### src/rtl/swcp_pkg.sv
// ----------------------------------------------------------------------------
// swcp_pkg
// shared types, constants and helper functions for the serial write command
// parser
// ----------------------------------------------------------------------------
`default_nettype none

package swcp_pkg;

    // longest line kept, in characters; later bytes up to the newline drop
    localparam int LINE_LIMIT = 254;
    localparam int LINE_POS_W = $clog2(LINE_LIMIT + 1);

    localparam int PING_LEN  = 4;
    localparam int WRITE_LEN = 6;

    localparam logic [7:0] CHAR_NEWLINE = 8'd10;
    localparam logic [7:0] CHAR_NUL     = 8'd0;
    localparam logic [7:0] CHAR_X       = 8'h78;  // 'x'
    localparam logic [7:0] CHAR_B       = 8'h62;  // 'b'
    localparam logic [7:0] CHAR_ZERO    = 8'h30;  // '0'

    typedef enum logic [2:0] {
        PH_KEYWORD,
        PH_ADDR,
        PH_VALUE,
        PH_WDONE,
        PH_PINGOK,
        PH_FAIL
    } t_phase;

    typedef enum logic [1:0] {
        BASE_DEC,
        BASE_HEX,
        BASE_BIN
    } t_base;

    // digit position: 0 = nothing yet, 1 = leading zero seen, 2 = in number
    localparam logic [1:0] DPOS_START = 2'd0;
    localparam logic [1:0] DPOS_ZERO  = 2'd1;
    localparam logic [1:0] DPOS_BODY  = 2'd2;

    typedef struct packed {
        logic       reply_error;
        logic       write_valid;
        logic [7:0] write_addr;
        logic [7:0] write_data;
    } t_reply;

    typedef struct packed {
        logic       ended;
        t_base      base;
        logic [1:0] dpos;
        logic [7:0] acc;
    } t_num_step;

    function automatic logic [7:0] ping_char(input logic [1:0] idx);
        logic [7:0] ch;
        case (idx)
            2'd0:    ch = 8'h50;  // P
            2'd1:    ch = 8'h49;  // I
            2'd2:    ch = 8'h4e;  // N
            default: ch = 8'h47;  // G
        endcase
        return ch;
    endfunction

    function automatic logic [7:0] write_char(input logic [2:0] idx);
        logic [7:0] ch;
        case (idx)
            3'd0:    ch = 8'h57;  // W
            3'd1:    ch = 8'h52;  // R
            3'd2:    ch = 8'h49;  // I
            3'd3:    ch = 8'h54;  // T
            3'd4:    ch = 8'h45;  // E
            default: ch = 8'h20;  // space
        endcase
        return ch;
    endfunction

    // a byte into the number; ended set on a non-digit, save x/b after a 0
    function automatic t_num_step num_step(input logic [7:0] c, input t_base base,
                                           input logic [1:0] dpos,
                                           input logic [7:0] acc);
        t_num_step  res;
        logic       is_digit;
        logic [3:0] d;
        logic [7:0] scaled;
        res.ended = 1'b0;
        res.base  = base;
        res.dpos  = dpos;
        res.acc   = acc;
        is_digit  = 1'b1;
        d         = 4'd0;
        case (c) inside
            [8'h30:8'h39]: d = 4'(c - 8'h30);
            [8'h61:8'h66]: d = 4'(c - 8'h57);
            [8'h41:8'h46]: d = 4'(c - 8'h37);
            default:       is_digit = 1'b0;
        endcase
        case (base)
            BASE_HEX: scaled = {acc[3:0], 4'b0};
            BASE_BIN: scaled = {acc[6:0], 1'b0};
            default:  scaled = {acc[4:0], 3'b0} + {acc[6:0], 1'b0};
        endcase
        if (dpos == DPOS_ZERO && (c == CHAR_X || c == CHAR_B)) begin
            res.base = (c == CHAR_X) ? BASE_HEX : BASE_BIN;
            res.acc  = 8'd0;
            res.dpos = DPOS_BODY;
        end else if (!is_digit) begin
            res.ended = 1'b1;
        end else begin
            res.acc  = scaled + {4'b0, d};
            res.dpos = (dpos == DPOS_START && c == CHAR_ZERO) ? DPOS_ZERO : DPOS_BODY;
        end
        return res;
    endfunction

endpackage

`default_nettype wire

### src/rtl/swcp_if.sv
// ----------------------------------------------------------------------------
// swcp channel interfaces
// valid/ready channels for received bytes and for line replies
// ----------------------------------------------------------------------------
`default_nettype none

interface swcp_byte_if;
    logic       valid;
    logic       ready;
    logic [7:0] rx_byte;

    modport source (output valid, output rx_byte, input ready);
    modport sink   (input valid, input rx_byte, output ready);
endinterface

interface swcp_reply_if;
    logic       valid;
    logic       ready;
    logic       reply_error;
    logic       write_valid;
    logic [7:0] write_addr;
    logic [7:0] write_data;

    modport source (output valid, output reply_error, output write_valid,
                    output write_addr, output write_data, input ready);
    modport sink   (input valid, input reply_error, input write_valid,
                    input write_addr, input write_data, output ready);
endinterface

`default_nettype wire

### src/rtl/swcp_core.sv
// ----------------------------------------------------------------------------
// swcp_core
// line parse state and the one-step update for each received byte
// ----------------------------------------------------------------------------
`default_nettype none

module swcp_core (
    input  wire logic               i_clk,
    input  wire logic               i_rst_n,
    input  wire logic               i_step,
    input  wire logic [7:0]         i_byte,
    output swcp_pkg::t_reply        o_reply
);

    swcp_pkg::t_phase                    r_phase, n_phase;
    logic [swcp_pkg::LINE_POS_W-1:0]     r_line_pos, n_line_pos;
    logic                                r_ping_match, n_ping_match;
    logic                                r_write_match, n_write_match;
    swcp_pkg::t_base                     r_base, n_base;
    logic [1:0]                          r_dpos, n_dpos;
    logic [7:0]                          r_addr_acc, n_addr_acc;
    logic [7:0]                          r_value_acc, n_value_acc;

    swcp_pkg::t_num_step                 num;
    logic                                ping_hit, write_hit, ping_len_ok;

    always_comb begin
        num = swcp_pkg::num_step(i_byte, r_base, r_dpos,
                                 (r_phase == swcp_pkg::PH_ADDR) ? r_addr_acc
                                                                : r_value_acc);
        ping_len_ok = (r_line_pos == swcp_pkg::LINE_POS_W'(swcp_pkg::PING_LEN));
        ping_hit  = (r_line_pos < swcp_pkg::LINE_POS_W'(swcp_pkg::PING_LEN)) &&
                    (i_byte == swcp_pkg::ping_char(r_line_pos[1:0]));
        write_hit = (r_line_pos < swcp_pkg::LINE_POS_W'(swcp_pkg::WRITE_LEN)) &&
                    (i_byte == swcp_pkg::write_char(r_line_pos[2:0]));

        n_phase       = r_phase;
        n_line_pos    = r_line_pos;
        n_ping_match  = r_ping_match;
        n_write_match = r_write_match;
        n_base        = r_base;
        n_dpos        = r_dpos;
        n_addr_acc    = r_addr_acc;
        n_value_acc   = r_value_acc;

        o_reply.reply_error = 1'b1;
        o_reply.write_valid = 1'b0;
        o_reply.write_addr  = 8'd0;
        o_reply.write_data  = 8'd0;

        if (i_byte == swcp_pkg::CHAR_NEWLINE) begin
            case (r_phase)
                swcp_pkg::PH_KEYWORD: begin
                    o_reply.reply_error = !(r_ping_match && ping_len_ok);
                end
                swcp_pkg::PH_ADDR, swcp_pkg::PH_VALUE, swcp_pkg::PH_WDONE: begin
                    o_reply.reply_error = 1'b0;
                    o_reply.write_valid = 1'b1;
                    o_reply.write_addr  = r_addr_acc;
                    o_reply.write_data  = r_value_acc;
                end
                swcp_pkg::PH_PINGOK: begin
                    o_reply.reply_error = 1'b0;
                end
                default: begin
                    o_reply.reply_error = 1'b1;
                end
            endcase
            // back to the start of a line
            n_phase       = swcp_pkg::PH_KEYWORD;
            n_line_pos    = '0;
            n_ping_match  = 1'b1;
            n_write_match = 1'b1;
            n_base        = swcp_pkg::BASE_DEC;
            n_dpos        = swcp_pkg::DPOS_START;
            n_addr_acc    = 8'd0;
            n_value_acc   = 8'd0;
        end else if (r_line_pos < swcp_pkg::LINE_POS_W'(swcp_pkg::LINE_LIMIT)) begin
            n_line_pos = r_line_pos + swcp_pkg::LINE_POS_W'(1);
            case (r_phase)
                swcp_pkg::PH_KEYWORD: begin
                    if (i_byte == swcp_pkg::CHAR_NUL) begin
                        n_phase = (r_ping_match && ping_len_ok) ? swcp_pkg::PH_PINGOK
                                                                : swcp_pkg::PH_FAIL;
                    end else begin
                        n_ping_match  = r_ping_match && ping_hit;
                        n_write_match = r_write_match && write_hit;
                        if (n_write_match && r_line_pos ==
                                swcp_pkg::LINE_POS_W'(swcp_pkg::WRITE_LEN - 1)) begin
                            n_phase = swcp_pkg::PH_ADDR;
                            n_base  = swcp_pkg::BASE_DEC;
                            n_dpos  = swcp_pkg::DPOS_START;
                        end else if (!n_ping_match && !n_write_match) begin
                            n_phase = swcp_pkg::PH_FAIL;
                        end
                    end
                end
                swcp_pkg::PH_ADDR: begin
                    if (i_byte == swcp_pkg::CHAR_NUL) begin
                        n_phase = swcp_pkg::PH_WDONE;
                    end else if (num.ended) begin
                        // terminator is skipped, value starts fresh
                        n_phase = swcp_pkg::PH_VALUE;
                        n_base  = swcp_pkg::BASE_DEC;
                        n_dpos  = swcp_pkg::DPOS_START;
                    end else begin
                        n_base     = num.base;
                        n_dpos     = num.dpos;
                        n_addr_acc = num.acc;
                    end
                end
                swcp_pkg::PH_VALUE: begin
                    if (i_byte == swcp_pkg::CHAR_NUL || num.ended) begin
                        n_phase = swcp_pkg::PH_WDONE;
                    end else begin
                        n_base      = num.base;
                        n_dpos      = num.dpos;
                        n_value_acc = num.acc;
                    end
                end
                default: begin
                    n_phase = r_phase;
                end
            endcase
        end
    end

    always_ff @(posedge i_clk) begin
        if (!i_rst_n) begin
            r_phase       <= swcp_pkg::PH_KEYWORD;
            r_line_pos    <= '0;
            r_ping_match  <= 1'b1;
            r_write_match <= 1'b1;
            r_base        <= swcp_pkg::BASE_DEC;
            r_dpos        <= swcp_pkg::DPOS_START;
            r_addr_acc    <= 8'd0;
            r_value_acc   <= 8'd0;
        end else if (i_step) begin
            r_phase       <= n_phase;
            r_line_pos    <= n_line_pos;
            r_ping_match  <= n_ping_match;
            r_write_match <= n_write_match;
            r_base        <= n_base;
            r_dpos        <= n_dpos;
            r_addr_acc    <= n_addr_acc;
            r_value_acc   <= n_value_acc;
        end
    end

endmodule

`default_nettype wire

### src/rtl/serial_write_command_parser_unit.sv
// a newline passes from the input register through the parse step
// into the output register, which raises its reply
// throughput: one byte per cycle, sustained, while replies are taken
// a stalled reply holds the output register; non-newline bytes keep flowing meanwhile
// reset (synchronous, active low) empties both registers and returns to line start
// ----------------------------------------------------------------------------
// serial_write_command_parser_unit
// line parser for a serial byte stream: PING and WRITE <addr> <value> commands
// ----------------------------------------------------------------------------
`default_nettype none

module serial_write_command_parser_unit (
    input  wire logic    i_clk,
    input  wire logic    i_rst_n,
    swcp_byte_if.sink    i_rx,
    swcp_reply_if.source o_reply
);

    // input register: one byte waiting for the parse step
    logic                r_in_valid, n_in_valid;
    logic [7:0]          r_in_byte;

    // output register: one finished reply
    logic                r_out_valid, n_out_valid;
    swcp_pkg::t_reply    r_out_reply;

    swcp_pkg::t_reply    step_reply;
    logic                is_newline;
    logic                out_free;
    logic                step;
    logic                in_take;

    // the output register frees up either when empty or when taken this cycle
    assign out_free   = !r_out_valid || o_reply.ready;
    assign is_newline = (r_in_byte == swcp_pkg::CHAR_NEWLINE);
    // only a newline needs room in the output register
    assign step       = r_in_valid && (!is_newline || out_free);
    assign i_rx.ready = !r_in_valid || step;
    assign in_take    = i_rx.valid && i_rx.ready;

    swcp_core u_core (
        .i_clk   (i_clk),
        .i_rst_n (i_rst_n),
        .i_step  (step),
        .i_byte  (r_in_byte),
        .o_reply (step_reply)
    );

    always_comb begin
        n_in_valid  = r_in_valid;
        n_out_valid = r_out_valid;
        if (step) begin
            n_in_valid = 1'b0;
        end
        if (in_take) begin
            n_in_valid = 1'b1;
        end
        if (r_out_valid && o_reply.ready) begin
            n_out_valid = 1'b0;
        end
        if (step && is_newline) begin
            n_out_valid = 1'b1;
        end
    end

    always_ff @(posedge i_clk) begin
        if (!i_rst_n) begin
            r_in_valid  <= 1'b0;
            r_out_valid <= 1'b0;
        end else begin
            r_in_valid  <= n_in_valid;
            r_out_valid <= n_out_valid;
        end
    end

    // payload registers
    always_ff @(posedge i_clk) begin
        if (in_take) begin
            r_in_byte <= i_rx.rx_byte;
        end
        if (step && is_newline) begin
            r_out_reply <= step_reply;
        end
    end

    assign o_reply.valid       = r_out_valid;
    assign o_reply.reply_error = r_out_reply.reply_error;
    assign o_reply.write_valid = r_out_reply.write_valid;
    assign o_reply.write_addr  = r_out_reply.write_addr;
    assign o_reply.write_data  = r_out_reply.write_data;

endmodule

`default_nettype wire

### src/flat_wrapper.sv
// flat-port wrapper written by rule: the top's interface ports become plain ports
module serial_write_command_parser_unit_flat 
  (i_clk, i_rst_n, i_rx_valid, i_rx_rx_byte, i_rx_ready, o_reply_valid, o_reply_reply_error, o_reply_write_valid, o_reply_write_addr, o_reply_write_data, o_reply_ready);
  swcp_byte_if i_rx_i ();
  swcp_reply_if o_reply_i ();
  input  wire logic i_clk;
  input  wire logic i_rst_n;
  input wire logic [$bits(i_rx_i.valid)-1:0] i_rx_valid;
  input wire logic [$bits(i_rx_i.rx_byte)-1:0] i_rx_rx_byte;
  output wire logic [$bits(i_rx_i.ready)-1:0] i_rx_ready;
  output wire logic [$bits(o_reply_i.valid)-1:0] o_reply_valid;
  output wire logic [$bits(o_reply_i.reply_error)-1:0] o_reply_reply_error;
  output wire logic [$bits(o_reply_i.write_valid)-1:0] o_reply_write_valid;
  output wire logic [$bits(o_reply_i.write_addr)-1:0] o_reply_write_addr;
  output wire logic [$bits(o_reply_i.write_data)-1:0] o_reply_write_data;
  input wire logic [$bits(o_reply_i.ready)-1:0] o_reply_ready;
  assign i_rx_i.valid = i_rx_valid;
  assign i_rx_i.rx_byte = i_rx_rx_byte;
  assign i_rx_ready = i_rx_i.ready;
  assign o_reply_valid = o_reply_i.valid;
  assign o_reply_reply_error = o_reply_i.reply_error;
  assign o_reply_write_valid = o_reply_i.write_valid;
  assign o_reply_write_addr = o_reply_i.write_addr;
  assign o_reply_write_data = o_reply_i.write_data;
  assign o_reply_i.ready = o_reply_ready;
  serial_write_command_parser_unit u_core (.i_clk(i_clk), .i_rst_n(i_rst_n), .i_rx(i_rx_i), .o_reply(o_reply_i));
endmodule
### config.mk
export PLATFORM = sky130hd
export DESIGN_NAME = serial_write_command_parser_unit_flat
export DESIGN_NICKNAME = d
export VERILOG_FILES = /design/src/rtl/swcp_pkg.sv /design/src/rtl/swcp_if.sv /design/src/rtl/swcp_core.sv /design/src/rtl/serial_write_command_parser_unit.sv /design/src/flat_wrapper.sv
export SDC_FILE = /design/constraint.sdc
export NUM_CORES = 1
export LEC_CHECK = 0
export BUFFER_PORTS_ARGS = -buffer_cell sky130_fd_sc_hd__buf_2
export CAP_MARGIN = 20
export CORE_ASPECT_RATIO = 0.6
export CORE_MARGIN = 8
export CORE_UTILIZATION = 40
export DETAILED_ROUTE_END_ITERATION = 8
export PLACE_DENSITY = 0.63
export SLEW_MARGIN = 25
export SYNTH_ARGS = -nofsm -noshare
export SYNTH_HDL_FRONTEND = slang
export SYNTH_SLANG_ARGS = --single-unit
### constraint.sdc
create_clock -name i_clk -period 6.15 [get_ports i_clk]
set_clock_uncertainty 0.1 [all_clocks]
set_input_delay 0.9225 -clock i_clk [delete_from_list [all_inputs] [get_ports i_clk]]
set_output_delay 0.9225 -clock i_clk [all_outputs]
set_load 0.02 [all_outputs]
---- Word level (Yosys, flattened, before mapping) ----
Cells that the tools add are included.
word-level totals
  bits in registers ....................... 61
  latch bits .............................. 0
  RAM bits ................................ 0
  memory bits (read-only) ................. 0
  input bits .............................. 12
  output and inout port bits .............. 20
  word-level logic and storage cells ...... 175
  memories kept ........................... 0
cells by class
  add/subtract/negate cells ............... 6
  multiply operators ...................... 0
  divide/modulo/power cells ............... 0
  $lt $le $gt $ge ......................... 9
  equality and inequality tests ........... 31
  shifts and indexed selects .............. 0
  muxes and demuxes ....................... 66
  bitwise logic cells ..................... 0
  reduce and logical (&&, ||, !) cells .... 48
operators by type and width
  kind                   number
  $mux W8                12
  $pmux W7 S5            1
  $mux W2                15
  $mux W3                8
  $mux W10               2
  $mux W1                18
  $mux W17               1
  $eq A8 B3 Y1 const B   2
  $eq A8 B7 Y1           2
  $eq A8 B7 Y1 const B   2
  $ge A8 B7 Y1 const B   2
  $le A8 B7 Y1 const B   2
  $logic_and A1 B1 Y1    16
  $lt A8 B3 Y1 const B   2
  $pmux W8 S2            1
  $ne A3 B2 Y1 const B   5
  $pmux W5 S3            1
  $eq A3 B2 Y1 const B   4
  $mux W4                3
  $pmux W2 S3            2
  $reduce_bool A2 Y1     6
  $pmux W3 S3            1
  $add A8 B1 Y8 const B  1
  $add A8 B4 Y8          1
  29 further kinds       50

---- Depth between registers and ports, before layout ----
Gate-level depths: netlist (run 1).
  word-level depth ........................ 13
  depth in mapped cells ................... 16

---- Hierarchy ----
Synthesis (run 1) repeated with hierarchy kept, for this count alone.
second synthesis, totals
  cell total of the unflattened synthesis .. 403
  area total of the unflattened synthesis .. 3,731.1 um^2
modules (own cells, without submodules)
  module                            times used  cells an instance  area each (um^2)  seq. area each (um^2)
  swcp_core                         1           362                2,802.7           660.6
  serial_write_command_parser_unit  1           41                 928.4             820.8

---- Worst setup path after synthesis (run 1) ----
No wires, ideal clock.
  path kind ............................... flip-flop to flip-flop
  start point ............................. register u_core.r_in_byte[0]
  end point ............................... register u_core.u_core.r_value_acc[6]
  setup time .............................. 96 ps
  arrival ................................. 3,174 ps
  required time ........................... 5,954 ps
  setup slack ............................. 2,780 ps
  stages on the path, launching flop included .. 15
  buffers on the path ..................... 2
  clock period less this slack ............ 3,370 ps
  cell sequence ........................... edfxtp_1 > clkbuf_1 > inv_1 > ha_1 > or3b_1 > and3_1 > nor2_4 > buf_1 > nor2_1 > ha_1 > a21oi_1 > nand3b_1 > xnor2_1 > nor2_1 > o41ai_2
between the ends
  cells in the longest elaborated chain, start to end .. 12
  elaborated cells between the ends (all ways) .. 41
  classes of those cells .................. add/sub: 4; order compare: 6; eq/ne: 4; mux: 14; reduce/logical: 13
ends and longest elaborated chain
  what                                                                RTL line                                RTL
  start: declaration                                                  serial_write_command_parser_unit.sv:21  logic [7:0] r_in_byte;
  start signal: assignment                                            serial_write_command_parser_unit.sv:79  r_in_byte <= i_rx.rx_byte;
  $ge A8 B7 Y1 (implied by the code) or $le A8 B7 Y1 (tied branches)  swcp_core.sv:28                         num = swcp_pkg::num_step(i_byte, r_base, r_dpos,
  $logic_and A1 B1 Y1 (implied by the code)                           swcp_core.sv:28
  $mux W4 (3 in series)                                               swcp_pkg.sv:95                          case (c) inside
  $add A8 B4 Y8                                                       swcp_pkg.sv:113                         res.acc = scaled + {4'b0, d};
  $mux W10                                                            swcp_pkg.sv:110                         end else if (!is_digit) begin
  $mux W10                                                            swcp_pkg.sv:106                         if (dpos == DPOS_ZERO && (c == CHAR_X || c == CHAR_B)) begin
  $mux W8                                                             swcp_core.sv:113                        if (i_byte == swcp_pkg::CHAR_NUL || num.ended) begin
  $mux W8                                                             swcp_core.sv:80                         case (r_phase)
  $mux W8                                                             swcp_core.sv:78                         end else if (r_line_pos < swcp_pkg::LINE_POS_W'(swcp_pkg::LINE_LIMIT)) begin
  $mux W8                                                             swcp_core.sv:51                         if (i_byte == swcp_pkg::CHAR_NEWLINE) begin
  end signal: assignment                                              swcp_core.sv:146                        r_value_acc <= n_value_acc;
  end: declaration                                                    swcp_core.sv:22                         logic [7:0] r_value_acc, n_value_acc;
Parallel ways exist; a longest one is shown, timed or not. The select of a mux whose other input is x is not followed.
A chain may end at the register's enable or synchronous reset.

---- Final worst setup path (run 1) ----
  start point ............................. register u_core.u_core.r_phase[0]
  end point ............................... register u_core.u_core.r_value_acc[7]
between the ends
  cells in the longest elaborated chain, start to end .. 11
  elaborated cells between the ends (all ways) .. 14
  classes of those cells .................. add/sub: 2; eq/ne: 2; mux: 8; reduce/logical: 2
ends and longest elaborated chain
  what                      RTL line          RTL
  start: declaration        swcp_core.sv:15   swcp_pkg::t_phase r_phase, n_phase;
  start signal: assignment  swcp_core.sv:130  r_phase <= swcp_pkg::PH_KEYWORD;
  start signal: assignment  swcp_core.sv:139  r_phase <= n_phase;
  $eq A3 B1 Y1              swcp_core.sv:29   (r_phase == swcp_pkg::PH_ADDR) ? r_addr_acc
  $mux W8                   swcp_core.sv:29
  $add A8 B8 Y8             swcp_pkg.sv:104   default: scaled = {acc[4:0], 3'b0} + {acc[6:0], 1'b0};
  $pmux W8 S2               swcp_pkg.sv:101   case (base)
  $add A8 B4 Y8             swcp_pkg.sv:113
  $mux W10                  swcp_pkg.sv:110
  $mux W10                  swcp_pkg.sv:106
  $mux W8                   swcp_core.sv:113
  $mux W8                   swcp_core.sv:80
  $mux W8                   swcp_core.sv:78
  $mux W8                   swcp_core.sv:51
Parallel ways exist; a longest one is shown, timed or not. The select of a mux whose other input is x is not followed.

==> results of run 1 <==
==> final timing paths <==
path	endpoint	slack, ns	cells after the start
min	u_core.u_core.r_addr_acc[5]	0.39	2
max reg2reg	u_core.u_core.r_value_acc[7]	2.34	11
min reg2reg	u_core.u_core.r_addr_acc[5]	0.39	2
max	u_core.u_core.r_value_acc[7]	2.34	11
==> tightest hold or removal path: cells and delay by family (launching register included) <==
family,cells,cell delay (ns)
compound gates,1,0.06
simple gates,1,0.06
flops,1,0.32
==> flip-flops by register name, indices dropped and copies added (netlist names), 2 cells and up <==
signal / cells
u_core.o_reply.write_addr: 8
u_core.o_reply.write_data: 8
u_core.r_in_byte: 8
u_core.u_core.r_addr_acc: 8
u_core.u_core.r_base: 2
u_core.u_core.r_dpos: 2
u_core.u_core.r_line_pos: 8
u_core.u_core.r_phase: 3
u_core.u_core.r_value_acc: 8
==> kinds of logic after synthesis <==
kind of cell               share of synthesized area, %
muxes                                              3.87
AOI/OAI and AO/OA                                  17.0
xor gates and xnor gates                           4.51
adders and majority gates                          7.41
buffers and inverters                              4.54
and+or+nand+nor                                    24.5
DFF                                                38.2
==> cell type report <==
class | instances | area [um^2] | area share [%]
clock buffer | 9 | 225 | 5.08
clock inverter | 7 | 98.8 | 2.23
inverter | 18 | 67.6 | 1.53
multi-input combinational | 322 | 2230 | 50.4
sequential | 61 | 1480 | 33.4
tap | 130 | 163 | 3.67
timing repair buffer | 32 | 163 | 3.67
==> metal layers <==
layer  track usage, %  vias to the layer above  wire length, um
met5                0                        -                0
met4             4.05                        0               71
met3             5.53                        7             1050
met2             18.1                      145             3580
met1             24.9                     1554             5330
li1                 -                     1604                -
==> report_power, final <==
group	switching, W	internal, W
Sequential	0.0000206	0.000429
Combinational	0.0000559	0.0000341
Clock	0.000187	0.000356
==> cell usage after synthesis, drive strengths merged (13+ instances only) <==
library cell | number | area share, %
nand3 | 16 | 2.2
nor2 | 35 | 3.6
edfxtp | 26 | 20
ha | 19 | 6.1
dfxtp | 35 | 18
inv | 17 | 1.6
nand2 | 34 | 3.4
and3 | 24 | 3.9
a21oi | 29 | 3.8
clkbuf | 13 | 1.3
o21ai | 22 | 3.0
nor3 | 15 | 2.2
==> stage by stage <==
step / instance area (um^2) / utilization [%] / setup WS (ns) / hold WS [ns] / power, W
after global routing: 4430 / 47.7 / 2.05 / 0.417 / 0.00112
after detailed placement: 4110 / 44.2 / 2.42 / 0.378 / 0.000545
final: 4430 / 47.7 / 2.34 / 0.392 / 0.00108
after global placement: 4100 / 44.1 / 2.53 / 0.370 / 0.000541
after floorplan: 3880 / - / 2.78 / 0.335 / 0.000521
after CTS: 4430 / 47.7 / 2.37 / 0.389 / 0.00109
==> metrics.txt, run 1 <==
outcome finished clean; CTS resizes 0; FF-to-FF Start u_core.u_core.r_phase[0]; worst path bufs/invs 1; Initial Util 41.8%; prevailing post-synth register cell dfxtp_1; Crit Path Max Fanout 14; P&R area growth vs syn 14.1%; Pleak 1.74 nW; global-route wire length before repair roughly 16000 um; crit path launch u_core.u_core.r_phase[0]; die area ~13000 um^2; setup bufs post-CTS 0; WP data arrival between 3 and 4 ns; CTS clk-pin slew, worst paths roughly 0.060 ns; vias in the first global route just under 3000; Wirelength per Cell about 17 um; initial antenna violation count 0; Cell Area, Synth 3880 um^2; Fill cells 875; commonest non-fill, non-tap cell in the layout dfxtp_1; Power Dens Cells 245 nW/um^2; synth unique cells 79; share of cells above drive strength 1 18.0%; CP max stage cell nor3b_2; number of port buffers 31; hold_sp u_core.u_core.r_addr_acc[5]; register bit total from synthesis around 60; DR pass1 iterations 6; Sink Count 61; largest net degree at the start of global routing 29; average size of a mapped cell about 9.2 um^2; max-slew violations 0; fmax 0.263 GHz; Async SR Flop Fraction 0%; I/O pins 32; kind of critical path register to register; crit-path cells nor3b_2 > mux2i_1 > inv_2 > ha_1 > nand2_1 > o21ai_0 > ha_1 > nor2b_1 > o2111ai_1 > nor4b_1 > a211oi_1; placed insts 563; Routed Wire Length 10000 um; DR vias around 3300; hold_buf cts 0; number of flops mapped to enable cells by yosys 26; setup TNS 0 ns; Max clock buf depth 2; Synth Instances 424; GR Util All Layers between 15 and 20%; Die Wd 143 um; Setup-failing EPs final 0; worst rel slew slack 40.6%; Num CTS Buffers 9; Routed Antenna Nets 0; drt initial violations 406; worst slew pin tran 0.888 ns; hold crit path type register to register; H-tree Lvls 3; dpl hpwl around 7500 um; Post-route DRC 0; Syn Nets ~460; final instance count without filler cells slightly below 600; vias per cell 5.72; CP Capture Type register; worst endpoint required time 6.24 ns; Core Region 9290 um^2; commonest non-fill, non-tap cells in the layout dfxtp_1 (35), nor2_1 (34), nand2_1 (33), buf_2 (31), a21oi_1 (28); CTS tree done; Die H 92.3 um; Final Cycle Share 61.9%; final hold viol count 0; antenna diode count 0; cell family contributing the most delay on the critical path simple AND/OR/NAND/NOR gates; min cycle time layout 3.81 ns; final net count 477; VDD IR-drop max 0.000157 V; Root Buffer clkbuf_16; num rows 27; GRT overflow 0; unrepaired setup endpoints after global routing false; largest stage delay on the critical path 0.80 ns; critical path startpoint category register; Clock Latency Late Sink 0.33 ns; register area share after synthesis a little under two fifths; Placer Congestion roughly 0.99; cell mode on critical path ha_1; Max-Cap Viols 0; Synth Warn # 0
(Power assumes the default switching activity.)
==> inputs of run 2 (changes only) <==
- PLACE_DENSITY: 0.63 -> 0.65
- clock period: 6.15 -> 3.5 ns (I/O delays scaled with it)
==> run 2 against run 1 <==
  * Die area stayed put
  * Flip-flop and latch count unchanged
  * Via count rose by 1.7%
  * First-iteration DRC count decreased by 17%
  * Sequential power is 71% higher
  * Power increased by 64%
  * Combinational power up 120%
  * Global-route usage grew 0.075 points
  * Clock power rose by 49%
  * Register-to-register slack worse by 2.1 ns
  * Sequential share of layout area is 0.90 points lower
  * Routed wire length is 0.24% higher
  * Critical endpoint is now u_core.u_core.r_value_acc[6]
  * Largest cell class unchanged
==> metrics.txt, run 2 (synthesis results as in run 1) <==
DR vias 3366 (was 3310); vias in the first global route 3070 (was 2964); worst rel slew slack 40.1% (was 40.6%); vias per cell 5.60 (was 5.72); max-slew violations 0 (unchanged); Max-Cap Viols 0 (unchanged); CP Capture Type register (unchanged); Root Buffer clkbuf_16 (unchanged); largest net degree at the start of global routing 28 (was 29); number of port buffers 31 (unchanged); CTS tree done (unchanged); Net Sw Frac 26.3% (was 24.4%); WP data arrival 3.37 ns (was 3.90 ns); Initial Util 41.8% (unchanged); Max clock buf depth 2 (unchanged); drt initial violations 338 (was 406); Clock power frac 45.4% (was 50.2%); fmax 0.309 GHz (was 0.263 GHz); Sink Count 61 (unchanged); Final Total Pwr 0.00178 W (was 0.00108 W); I/O pins 32 (unchanged); Routed Wire Length 10000 um (about the same); Num CTS Buffers 9 (unchanged); Final Cycle Share 92.5% (was 61.9%); Clock Latency Late Sink 0.33 ns (about the same); largest stage delay on the critical path 0.42 ns (was 0.80 ns); min cycle time layout 3.24 ns (was 3.81 ns); die area 13200 um^2 (unchanged); Post-route DRC 0 (unchanged); worst slew pin tran 0.895 ns (was 0.888 ns); commonest non-fill, non-tap cells in the layout dfxtp_1 (35), nor2_1 (34), nand2_1 (33), buf_2 (31), a21oi_1 (27) (was dfxtp_1 (35), nor2_1 (34), nand2_1 (33), buf_2 (31), a21oi_1 (28)); P&R area growth vs syn 17.2% (was 14.1%); CTS clk-pin slew, worst paths 0.05 ns (was 0.06 ns); setup TNS 0 ns (unchanged); Crit Path Max Fanout 5 (was 14); Pleak 1.82 nW (was 1.74 nW); Die Wd 143 um (unchanged); combinational share of power 11.3% (was 8.3%); worst path bufs/invs 1 (unchanged); crit-path cells buf_4 > ha_1 > or3b_1 > nand3_1 > nor2_1 > o21ai_0 > o21ai_0 > ha_1 > a21o_1 > a21oi_1 > nand3b_1 > xnor2_1 > nor2_1 > o41ai_2 (was nor3b_2 > mux2i_1 > inv_2 > ha_1 > nand2_1 > o21ai_0 > ha_1 > nor2b_1 > o2111ai_1 > nor4b_1 > a211oi_1); CP max stage cell edfxtp_1 (was nor3b_2); cell family contributing the most delay on the critical path compound AO/OA/AOI/OAI gates (was simple AND/OR/NAND/NOR gates); Die H 92.3 um (unchanged); num rows 27 (unchanged); Wirelength per Cell 16.7 um (was 17.3 um); global-route wire length before repair 16400 um (was 16200 um); kind of critical path register to register (unchanged); final net count 499 (was 477); Placer Congestion 0.915 (was 0.986); worst endpoint required time 3.63 ns (was 6.24 ns); unrepaired setup endpoints after global routing false (unchanged); Power Dens Cells 391 nW/um^2 (was 245 nW/um^2); antenna diode count 0 (unchanged); final hold viol count 0 (unchanged); Internal 0.00131 W (was 0.000819 W); DR pass1 iterations 5 (was 6); commonest non-fill, non-tap cell in the layout dfxtp_1 (unchanged); VDD IR-drop max 0.000263 V (was 0.000157 V); dpl hpwl 7690 um (was 7540 um); critical path startpoint category register (unchanged); share of cells above drive strength 1 22.1% (was 18.0%); sequential group share of total power 43.3% (was 41.5%); hold crit path type input pin to register (was register to register); Routed Antenna Nets 0 (unchanged); H-tree Lvls 3 (unchanged); GR Util All Layers 15.6% (about the same); outcome finished clean (unchanged); GRT overflow 0 (unchanged); Core Region 9290 um^2 (unchanged); initial antenna violation count 0 (unchanged); Sw Pwr 0.000469 W (was 0.000264 W); Setup-failing EPs final 0 (unchanged)
==> run 2: changes by cell type in the layout (fill, tap and decap cells not counted), sizes merged <==
cell / change
buf: +22
bufinv: -2
clkinv: +1
clkinvlp: +1
==> run 2: power groups by stage <==
stage          Sequential, W  Combinational (W)  Clock, W
2_1_floorplan       0.000783           0.000133         0
3_3_place_gp        0.000786           0.000184         0
3_5_place_dp        0.000787           0.000189         0
4_1_cts             0.000772           0.000190  0.000827
5_1_grt             0.000771           0.000221  0.000856
6_report            0.000770           0.000201  0.000808
==> run 2: final timing paths <==
| kind | from | endpoint | slack (ns) | depth (start not counted) |
|---|---|---|---|---|
| max | u_core.r_in_byte[0] | u_core.u_core.r_value_acc[6] | 0.26 | 14 |
| max reg2reg | u_core.r_in_byte[0] | u_core.u_core.r_value_acc[6] | 0.26 | 14 |
| min reg2reg | u_core.u_core.r_write_match | u_core.u_core.r_write_match | 0.39 | 2 |
| min | i_rx_rx_byte[2] | u_core.r_in_byte[2] | 0.27 | 1 |
==> run 2: repair_timing <==
| action | CTS | global route |
|---|---|---|
| hold buffers | 0 | 0 |
| setup buffers | 0 | 2 |
| resized for setup | 0 | 3 |
| endpoints found under the setup margin | 0 | 8 |
==> run 2: metal layers <==
layer	track usage (%)	vias to the layer above	wire length [um]
met2	19.6	130	3630
li1	-	1655	-
met5	0	-	0
met3	4.15	6	902
met1	24.8	1575	5460
met4	4.05	0	54
==> run 2: area by class of cell <==
type | instances | area [um^2]
Clock buffer | 9 | 225
Clock inverter | 7 | 51.3
Fill cell | 876 | 4740
Inverter | 18 | 67.6
Multi-Input combinational cell | 322 | 2240
Sequential cell | 61 | 1480
Tap cell | 130 | 163
Timing Repair Buffer | 54 | 328
==> run 2: through the flow <==
step           hold slack, ns  area [um^2]  setup WS (ns)  util (%)  std cells
6_report                0.271         4550          0.262      49.0        601
5_1_grt                 0.257         4550        0.00550      49.0        601
4_1_cts                 0.259         4530          0.169      48.7        599
2_1_floorplan           0.335         3880          0.130         -        424
3_5_place_dp            0.358         4250          0.194      45.7        583
3_3_place_gp            0.360         4250          0.218      45.7        583
